## src/rtl/lbs_pkg.sv

```systemverilog
package lbs_pkg;

    localparam int DEPTH_DEF = 64;
    localparam int WORD_WIDTH_DEF = 32;
    localparam int CAP_W = 7;
    localparam logic [CAP_W-1:0] CAP_RESET = 7'd64;

    localparam logic [2:0] CMD_PUSH   = 3'd0;
    localparam logic [2:0] CMD_POP    = 3'd1;
    localparam logic [2:0] CMD_PEEK   = 3'd2;
    localparam logic [2:0] CMD_CLEAR  = 3'd3;
    localparam logic [2:0] CMD_SEARCH = 3'd4;

    localparam logic [1:0] ST_OK        = 2'd0;
    localparam logic [1:0] ST_FULL      = 2'd1;
    localparam logic [1:0] ST_EMPTY     = 2'd2;
    localparam logic [1:0] ST_NOT_FOUND = 2'd3;

    // per-cycle command to the cell column
    typedef struct packed {
        logic push;   // shift toward bottom, new word into top
        logic pop;    // shift toward top
        logic rot;    // rotate the live entries by one toward top
    } lbs_cell_ctrl_t;

endpackage

```

## src/rtl/bounded_lifo_stack_with_search.sv

```systemverilog
// Push, pop, peek, clear and unknown commands: result strobe in the cycle after start is
// taken, and a new command is taken every cycle (busy stays low).
// Search: busy while the live entries rotate past the top cell, which is compared to the
// key; result in the cycle after the last step. An empty search returns not found without a walk.
// Reset: count cleared, capacity back to 64, no result pending; entries are not cleared.
// The receiver cannot stall; each result is shown for exactly one cycle.
module bounded_lifo_stack_with_search
    import lbs_pkg::*;
#(
    parameter int DEPTH = DEPTH_DEF,
    parameter int WORD_WIDTH = WORD_WIDTH_DEF,
    parameter int CNT_W = $clog2(DEPTH + 1),
    parameter int IDX_W = $clog2(DEPTH)
)
(
    input  logic                         clk,
    input  logic                         rst_n,
    // command transfer
    input  logic                         start,
    output logic                         busy,
    input  logic [2:0]                   cmd,
    input  logic signed [WORD_WIDTH-1:0] value,
    // configuration transfer
    input  logic                         cfg_valid,
    output logic                         cfg_ready,
    input  logic [CAP_W-1:0]             cfg_data,
    // result strobe
    output logic                         done,
    output logic [1:0]                   status,
    output logic signed [WORD_WIDTH-1:0] data,
    output logic [IDX_W-1:0]             found_index,
    output logic [CNT_W-1:0]             count,
    output logic                         empty_res,
    output logic                         full_res
);

    // common width for count against capacity compares
    localparam int CMP_W = (CNT_W > CAP_W) ? CNT_W : CAP_W;

    typedef enum logic {
        S_IDLE,
        S_SEARCH
    } state_t;

    state_t                 state_reg, state_next;
    logic                   busy_reg, busy_next;
    logic [CAP_W-1:0]       cap_reg, cap_next;
    logic [CNT_W-1:0]       count_reg, count_next;
    logic [CNT_W-1:0]       step_reg, step_next;
    logic [WORD_WIDTH-1:0]  key_reg, key_next;
    logic                   hit_reg, hit_next;
    logic [IDX_W-1:0]       found_reg, found_next;

    logic                   done_reg, done_next;
    logic [1:0]             status_reg, status_next;
    logic [WORD_WIDTH-1:0]  data_reg, data_next;
    logic [IDX_W-1:0]       fidx_reg, fidx_next;
    logic                   empty_reg, empty_next;
    logic                   full_reg, full_next;

    logic                   accept;
    logic [CMP_W-1:0]       eff_cap;
    logic [CMP_W-1:0]       cnt_ext;
    logic                   top_match;
    logic [IDX_W-1:0]       step_pos;
    lbs_cell_ctrl_t         ctrl;

    logic [WORD_WIDTH-1:0]  cell_word [DEPTH];

    // ------------------------------------------------------------------
    // Cell column: cell 0 is the top of stack, cell i holds the entry at
    // bottom-based position count-1-i.
    // ------------------------------------------------------------------
    for (genvar i = 0; i < DEPTH; i++)
    begin : g_cell
        logic [WORD_WIDTH-1:0] above_w;
        logic [WORD_WIDTH-1:0] below_w;

        if (i == 0)
        begin : g_top
            assign above_w = value;
        end
        else
        begin : g_mid
            assign above_w = cell_word[i-1];
        end

        if (i == DEPTH - 1)
        begin : g_last
            assign below_w = cell_word[0];
        end
        else
        begin : g_body
            assign below_w = cell_word[i+1];
        end

        lbs_cell #(
            .INDEX      (i),
            .WORD_WIDTH (WORD_WIDTH),
            .CNT_W      (CNT_W)
        ) u_cell (
            .clk        (clk),
            .ctrl       (ctrl),
            .count      (count_reg),
            .above_word (above_w),
            .below_word (below_w),
            .wrap_word  (cell_word[0]),
            .word       (cell_word[i])
        );
    end

    assign accept = start && !busy_reg;

    // capacity above DEPTH saturates to DEPTH
    assign eff_cap = (CMP_W'(cap_reg) > CMP_W'(DEPTH)) ? CMP_W'(DEPTH) : CMP_W'(cap_reg);
    assign cnt_ext = CMP_W'(count_reg);

    // during search, step k looks at the entry at position count-1-k
    assign top_match = (cell_word[0] == key_reg);
    assign step_pos  = IDX_W'(count_reg - step_reg - CNT_W'(1));

    always_comb
    begin
        state_next  = state_reg;
        busy_next   = busy_reg;
        cap_next    = cap_reg;
        count_next  = count_reg;
        step_next   = step_reg;
        key_next    = key_reg;
        hit_next    = hit_reg;
        found_next  = found_reg;
        done_next   = 1'b0;
        status_next = status_reg;
        data_next   = data_reg;
        fidx_next   = fidx_reg;
        empty_next  = empty_reg;
        full_next   = full_reg;
        ctrl        = '0;

        // the user must write it only while idle, so no interaction with commands; the block does not enforce this
        if (cfg_valid)
        begin
            cap_next = cfg_data;
        end

        case (state_reg)
            S_IDLE:
            begin
                if (accept)
                begin
                    done_next   = 1'b1;
                    status_next = ST_OK;
                    data_next   = '0;
                    fidx_next   = '0;
                    case (cmd)
                        CMD_PUSH:
                        begin
                            if (cnt_ext >= eff_cap)
                            begin
                                status_next = ST_FULL;
                            end
                            else
                            begin
                                ctrl.push  = 1'b1;
                                count_next = count_reg + CNT_W'(1);
                            end
                        end
                        CMD_POP:
                        begin
                            if (count_reg == '0)
                            begin
                                status_next = ST_EMPTY;
                            end
                            else
                            begin
                                ctrl.pop   = 1'b1;
                                count_next = count_reg - CNT_W'(1);
                                data_next  = cell_word[0];
                            end
                        end
                        CMD_PEEK:
                        begin
                            if (count_reg == '0)
                            begin
                                status_next = ST_EMPTY;
                            end
                            else
                            begin
                                data_next = cell_word[0];
                            end
                        end
                        CMD_CLEAR:
                        begin
                            count_next = '0;
                        end
                        CMD_SEARCH:
                        begin
                            if (count_reg == '0)
                            begin
                                status_next = ST_NOT_FOUND;
                            end
                            else
                            begin
                                // walk the column; result comes at the end
                                done_next  = 1'b0;
                                state_next = S_SEARCH;
                                busy_next  = 1'b1;
                                step_next  = '0;
                                key_next   = value;
                                hit_next   = 1'b0;
                                found_next = '0;
                            end
                        end
                        default:
                        begin
                        end
                    endcase
                end
            end

            S_SEARCH:
            begin
                ctrl.rot  = 1'b1;
                step_next = step_reg + CNT_W'(1);
                if (top_match && !hit_reg)
                begin
                    hit_next   = 1'b1;
                    found_next = step_pos;
                end
                // after count steps the column is back in its original order
                if (step_reg == count_reg - CNT_W'(1))
                begin
                    state_next  = S_IDLE;
                    busy_next   = 1'b0;
                    done_next   = 1'b1;
                    data_next   = '0;
                    if (hit_reg)
                    begin
                        status_next = ST_OK;
                        fidx_next   = found_reg;
                    end
                    else if (top_match)
                    begin
                        status_next = ST_OK;
                        fidx_next   = step_pos;
                    end
                    else
                    begin
                        status_next = ST_NOT_FOUND;
                        fidx_next   = '0;
                    end
                end
            end

            default:
            begin
                state_next = S_IDLE;
                busy_next  = 1'b0;
            end
        endcase

        empty_next = (count_next == '0);
        full_next  = (CMP_W'(count_next) >= eff_cap);
        if (!done_next)
        begin
            empty_next = empty_reg;
            full_next  = full_reg;
        end
    end

    always_ff @(posedge clk or negedge rst_n)
    begin
        if (!rst_n)
        begin
            state_reg  <= S_IDLE;
            busy_reg   <= 1'b0;
            cap_reg    <= CAP_RESET;
            count_reg  <= '0;
            step_reg   <= '0;
            hit_reg    <= 1'b0;
            found_reg  <= '0;
            done_reg   <= 1'b0;
            status_reg <= ST_OK;
            data_reg   <= '0;
            fidx_reg   <= '0;
            empty_reg  <= 1'b1;
            full_reg   <= 1'b0;
            key_reg    <= '0;
        end
        else
        begin
            state_reg  <= state_next;
            busy_reg   <= busy_next;
            cap_reg    <= cap_next;
            count_reg  <= count_next;
            step_reg   <= step_next;
            hit_reg    <= hit_next;
            found_reg  <= found_next;
            done_reg   <= done_next;
            status_reg <= status_next;
            data_reg   <= data_next;
            fidx_reg   <= fidx_next;
            empty_reg  <= empty_next;
            full_reg   <= full_next;
            key_reg    <= key_next;
        end
    end

    assign busy        = busy_reg;
    assign cfg_ready   = 1'b1;
    assign done        = done_reg;
    assign status      = status_reg;
    assign data        = data_reg;
    assign found_index = fidx_reg;
    assign count       = count_reg;
    assign empty_res   = empty_reg;
    assign full_res    = full_reg;

endmodule

```

## src/rtl/lbs_cell.sv

```systemverilog
module lbs_cell
    import lbs_pkg::*;
#(
    parameter int INDEX = 0,
    parameter int WORD_WIDTH = WORD_WIDTH_DEF,
    parameter int CNT_W = 7
)
(
    input  logic                  clk,
    input  lbs_cell_ctrl_t        ctrl,
    input  logic [CNT_W-1:0]      count,
    input  logic [WORD_WIDTH-1:0] above_word,
    input  logic [WORD_WIDTH-1:0] below_word,
    input  logic [WORD_WIDTH-1:0] wrap_word,
    output logic [WORD_WIDTH-1:0] word
);

    logic [WORD_WIDTH-1:0] word_reg;
    logic [WORD_WIDTH-1:0] word_next;
    logic                  is_bottom;

    // lowest live entry takes the old top during rotation
    assign is_bottom = (count == CNT_W'(INDEX + 1));

    always_comb
    begin
        word_next = word_reg;
        if (ctrl.push)
        begin
            word_next = above_word;
        end
        else if (ctrl.pop)
        begin
            word_next = below_word;
        end
        else if (ctrl.rot)
        begin
            word_next = is_bottom ? wrap_word : below_word;
        end
    end

    always_ff @(posedge clk)
    begin
        word_reg <= word_next;
    end

    assign word = word_reg;

endmodule
```

## config.mk

```make
export PLATFORM = sky130hd
export DESIGN_NAME = bounded_lifo_stack_with_search
export DESIGN_NICKNAME = d
export VERILOG_FILES = /design/src/rtl/lbs_pkg.sv /design/src/rtl/bounded_lifo_stack_with_search.sv /design/src/rtl/lbs_cell.sv
export SDC_FILE = /design/constraint.sdc
export NUM_CORES = 2
export LEC_CHECK = 0
export BUFFER_PORTS_ARGS = -buffer_cell sky130_fd_sc_hd__buf_2
export CORE_UTILIZATION = 35
export CTS_CLUSTER_SIZE = 8
export DETAILED_ROUTE_END_ITERATION = 16
export PLACE_DENSITY = 0.58
export SKIP_CTS_REPAIR_TIMING = 1
export SYNTH_ARGS = -nofsm -noshare
export SYNTH_HDL_FRONTEND = slang
export SYNTH_HIERARCHICAL = 1
export SYNTH_SLANG_ARGS = --single-unit
export TNS_END_PERCENT = 1
```

## constraint.sdc

```tcl
create_clock -name clk -period 17.1 [get_ports clk]
set_input_delay 2.565 -clock clk [delete_from_list [all_inputs] [get_ports clk]]
set_output_delay 2.565 -clock clk [all_outputs]
set_load 0.02 [all_outputs]
```

# After elaboration in Yosys (flattened, before gate mapping)
# Cells that the tools add are included.
# word_totals
mem_bits_ro	0
elab_cells	493
register_bits	2153
ramBits	0
memories	0
latch_bits	0
inputBits	46
output_inout_bits	52
# classes
order_cmp	3
reduce_logical	15
multipliers	0
shifts	0
n_eq_ne	75
bitwise_logic	2
n_div	0
add_sub_neg	5
muxes	315
# op_table
op	n
2-to-1 mux 32 bit	259
== test 7 x 6 -> 1 bit, second input constant	32
== test 7 x 5 -> 1 bit, second input constant	16
one-hot mux 32 bit (2 select lines)	1
== test 7 x 4 -> 1 bit, second input constant	8
2-to-1 mux 7 bit	8
2-to-1 mux 6 bit	8
== test 32 bit	1
== test 7 x 3 -> 1 bit, second input constant	4
one-hot mux 6 bit (2 select lines)	2
2-to-1 mux 1 bit	21
one-hot mux 7 bit (3 select lines)	1
2-to-1 mux 2 bit	8
adder 7 x 1 -> 7 bit, second input constant	2
== test 7 x 2 -> 1 bit, second input constant	2
>= comparator 7 bit	2
logical NOT 7 bit	2
one-hot mux 7 bit (2 select lines)	1
AND reduction 4 bit	3
one-hot mux 1 bit (2 select lines)	4
== test 7 x 1 -> 1 bit, second input constant	1
== test 7 bit	1
> comparator 7 bit, second input constant	1
subtractor 7 x 1 -> 7 bit, second input constant	1
18 further kinds	26

# Longest topological paths before layout
# depth
ltp_word	9
depth_mapped	17
mapped_depth_nobuf	17

# Cells and area by module
# Netlist, hierarchy kept.
# modules_own_cells
mod	instances	cells_each	seq_area_each_um2	area_per_inst_um2
lbs_cell (g_cell[18].u_cell ...)	16	184	960.9	1905.6
lbs_cell (g_cell[22].u_cell ...)	8	184	960.9	1916.8
lbs_cell (g_cell[16].u_cell ...)	8	183	960.9	1913.1
lbs_cell (g_cell[0].u_cell ...)	7	183	960.9	1910.6
lbs_cell (g_cell[11].u_cell ...)	7	184	960.9	1903.1
lbs_cell (g_cell[50].u_cell ...)	6	185	960.9	1898.1
lbs_cell (g_cell[54].u_cell ...)	4	185	960.9	2130.8
lbs_cell (g_cell[10].u_cell ...)	4	184	960.9	1914.3
bounded_lifo_stack_with_search	1	633	2630.0	5625.4
lbs_cell (g_cell[30].u_cell ...)	2	184	960.9	1933.1
lbs_cell (g_cell[62].u_cell)	1	185	960.9	2102.0
lbs_cell (g_cell[14].u_cell)	1	184	960.9	1890.6

# Least setup slack after synthesis
# OpenSTA, ideal clock, no wires.
# synth_path
path_type	reg2reg
startpoint	reg count_reg[6] (netlist: count[6])
endpoint	reg g_cell[0].u_cell.word_reg[0], enable pin
n_path_buf	0
path_slack_ps	4366
stages_incl_launch_ff	5
arrival_time_ps	12344
t_required_ps	16710
setup_ps	390
cell_sequence	dfrtp_1 nand2b_1 o21ai_2 nor2_1 or3_1
# synth_rtl
element	line	source
start: declaration	bounded_lifo_stack_with_search.sv:48	logic [CNT_W-1:0] count_reg, count_next;
start signal: assignment	bounded_lifo_stack_with_search.sv:295	count_reg <= count_next;
end signal: assignment	lbs_cell.sv:44	word_reg <= word_next;
end: declaration	lbs_cell.sv:18	logic [WORD_WIDTH-1:0] word_reg;

==> reports/results.ini <==
[die]
fp.dieH_um = 609
pin_count = 98
rows = 222
start_util = 0.352
die_x_um = 609
dieArea_um2 = 371000
core_area_um2 = 366000

[global_route]
antenna_found_initial = 14
grt_pass1_wl_mm = 640
grt-ovfl-total = 0
grt_pass1_vias = 95580
grt_usage = 0.220
grt_start_max_net_pins = 299

[logic_synthesis]
synthDistinctLibCells = 70
synth_edf_count = 2048
netlist_area_um2 = 129000
synth_common_cells = 2232 x nand2_1, 2066 x inv_1, 2048 x edfxtp_1, 2048 x nand4b_1, 1774 x o311ai_1
synthFlopType = edfxtp_1
synth_cells = 12405
synth.most_common_cell = nand2_1
synth_area_leaders = edfxtp_1 48%, nand4b_1 14%, o311ai_1 12%, nand2_1 6.5%, inv_1 6.0%
synth_nets = 12475
yosysTopAreaCell = edfxtp_1
async_flop_share = 0.0488
ys_seq_area_frac = 0.498
ys_ff_latch = 2153
synth_top_area_frac = 0.477
yosys_warnings = 6
avgSynthCellArea_um2 = 10.4

[sta]
timing.final.hold_violations = 0
setup_tns_ns = 0
max_freq_mhz = 139
slew_violations = 0
finClkSkew_ns = 0.0419
tightest_slew_ns = 1.34
setup_viol = 0
slew_headroom = 0.106
period_needed_ns = 7.17
rsz0062_at_grt = false
period_share = 0.419

[power_and_ir_drop]
power.share.clock = 0.484
p_switching_mw = 2.58
power_frac_comb = 0.025
irDropWorstVdd_mv = 0.0702
p_per_area_nw_per_um2 = 83.0
design_power_total_mw = 11.6
seq_power_share = 0.491
switching_share = 0.221
p_leak_nw = 45.9
p_int_mw = 9.07

[final_layout]
layout-drive-gt1-share = 0.0927
fin_area_um2 = 140000
final_util = 0.383
finish.net_count = 11877
area_growth_syn_to_layout_pct = 8.93
largest_reg_flops = 2048

[drt]
ant_nets = 0
vias = 103026
drt_iter0_drc = 14520
routed_wirelength_mm = 429
drc = 0
drtPass1Iterations = 9
wl_per_cell_um = 25.7
viasPerCell = 6.18

[setup_path]
crit_slowest_cell = buf_4
crit_arrival_ns = 7.69
r2r_start = count[6]
worstPathCellList = buf_2 > or3b_1 > nor2_1 > nand2_1 > inv_8 > buf_12 > buf_12 > buf_4 > or3_1 > buf_4
critPathBufInv = 6
startpoint = start
required_ns = 17.63
critPathKind = in -> reg
crit_path_start_kind = primary input
rrSetupSlack_ns = 10.11
crit_family = buffers and inverters
critPathMaxFanout = 232
critical_path.max_stage_delay_ns = 1.01
end_kind = register

[placement]
port_buffers = 96
place.gp.congestion = 0.819
dp_hpwl_mm = 264
placed_cell_area_um2 = 132000

[min_path]
min_path_type = reg -> reg
min_from = data[20]

[cts]
clkTransAtPathRegs_ns = 0.05
clock_sinks = 2153
clock-root-buffer = clkbuf_16
tritoncts = done
numCtsBuffers = 308
clk_path_buf_depth = 4
htreeDepth = 5
clock_latency_ns = 0.91

[status]
outcome = complete, no violations

[job]
maxCapViolations = 0

layout by cell type (no fill, tap or decap), types with 20 or more instances in the layout:
cell type,count
o311ai_0,128
edfxtp_1,2048
or3_1,40
a21oi_1,26
nor2_1,22
nor4bb_4,36
nand2_1,2231
nand3_1,47
o311ai_1,1774
dfrtp_1,95
buf_4,288
o311ai_2,148
nand4b_1,2048
buf_2,95
nor4b_4,49
and2_4,49
xor2_1,39
or3_2,28
nor4_4,20
ha_1,23
clkbuf_16,315
clkbuf_1,30
inv_1,2065
metal layers:
metal	GRT usage	wire length (um)	vias up
met3	0.0303	37300	632
met5	0	13	-
met2	0.316	183000	5116
li1	-	-	45831
met1	0.336	195000	51445
met4	0.0724	13600	2
power groups by stage:
stage	combinational [mW]	clock, mW	sequential (mW)
global route	0.311	5.90	5.71
global placement	0.288	0	5.82
finish	0.294	5.64	5.72
floorplan	0.186	0	5.82
CTS	0.290	5.73	5.71
detailed placement	0.289	0	5.82
metrics by stage:
step	setup WS (ns)	hold WS [ns]	std cells
floorplan	4.37	0.466	12405
global placement	9.44	0.449	16313
detailed placement	9.37	0.453	16313
CTS	10.33	0.464	16678
global route	9.71	0.482	16681
finish	9.93	0.460	16684
worst paths after layout:
kind / to / cells past startpoint
max in group asynchronous: count[6] / 2
max reg2reg: g_cell[11].u_cell/word[6] / 11
min in group asynchronous: state_reg / 1
min: data[20] / 2
max: g_cell[11].u_cell/word[6] / 10
min reg2reg: data[20] / 2
cell type report:
cell class / instances / area [um^2]
clock inverter: 19 / 287
timing repair buffer: 399 / 2960
fill: 36015 / 226000
antenna: 6 / 15.0
sequential: 2153 / 64200
multi-input combinational: 6879 / 51200
inverter: 2066 / 7760
tap: 4816 / 6030
clock buffer: 346 / 8010
tightest hold or removal path, stage by stage (launching register included):
cell and delay, ns:
dfrtp_1 0.33, nand2_1 0.05, nand2_1 0.05
cells by family (layout without fill, tap and decap cells):
family	after synthesis	count (layout)	share of synthesized area
AOI/OAI and AO/OA	2133	2133	0.152
xor gates and xnor gates	51	51	0.00347
adders and majority gates	24	24	0.00239
buffers and inverters	3373	2830	0.110
DFF	2153	2153	0.498
muxes	9	9	0.000767
other	1	7	0.0000291
and+or+nand+nor	4661	4661	0.234
(Power assumes the default switching activity.)
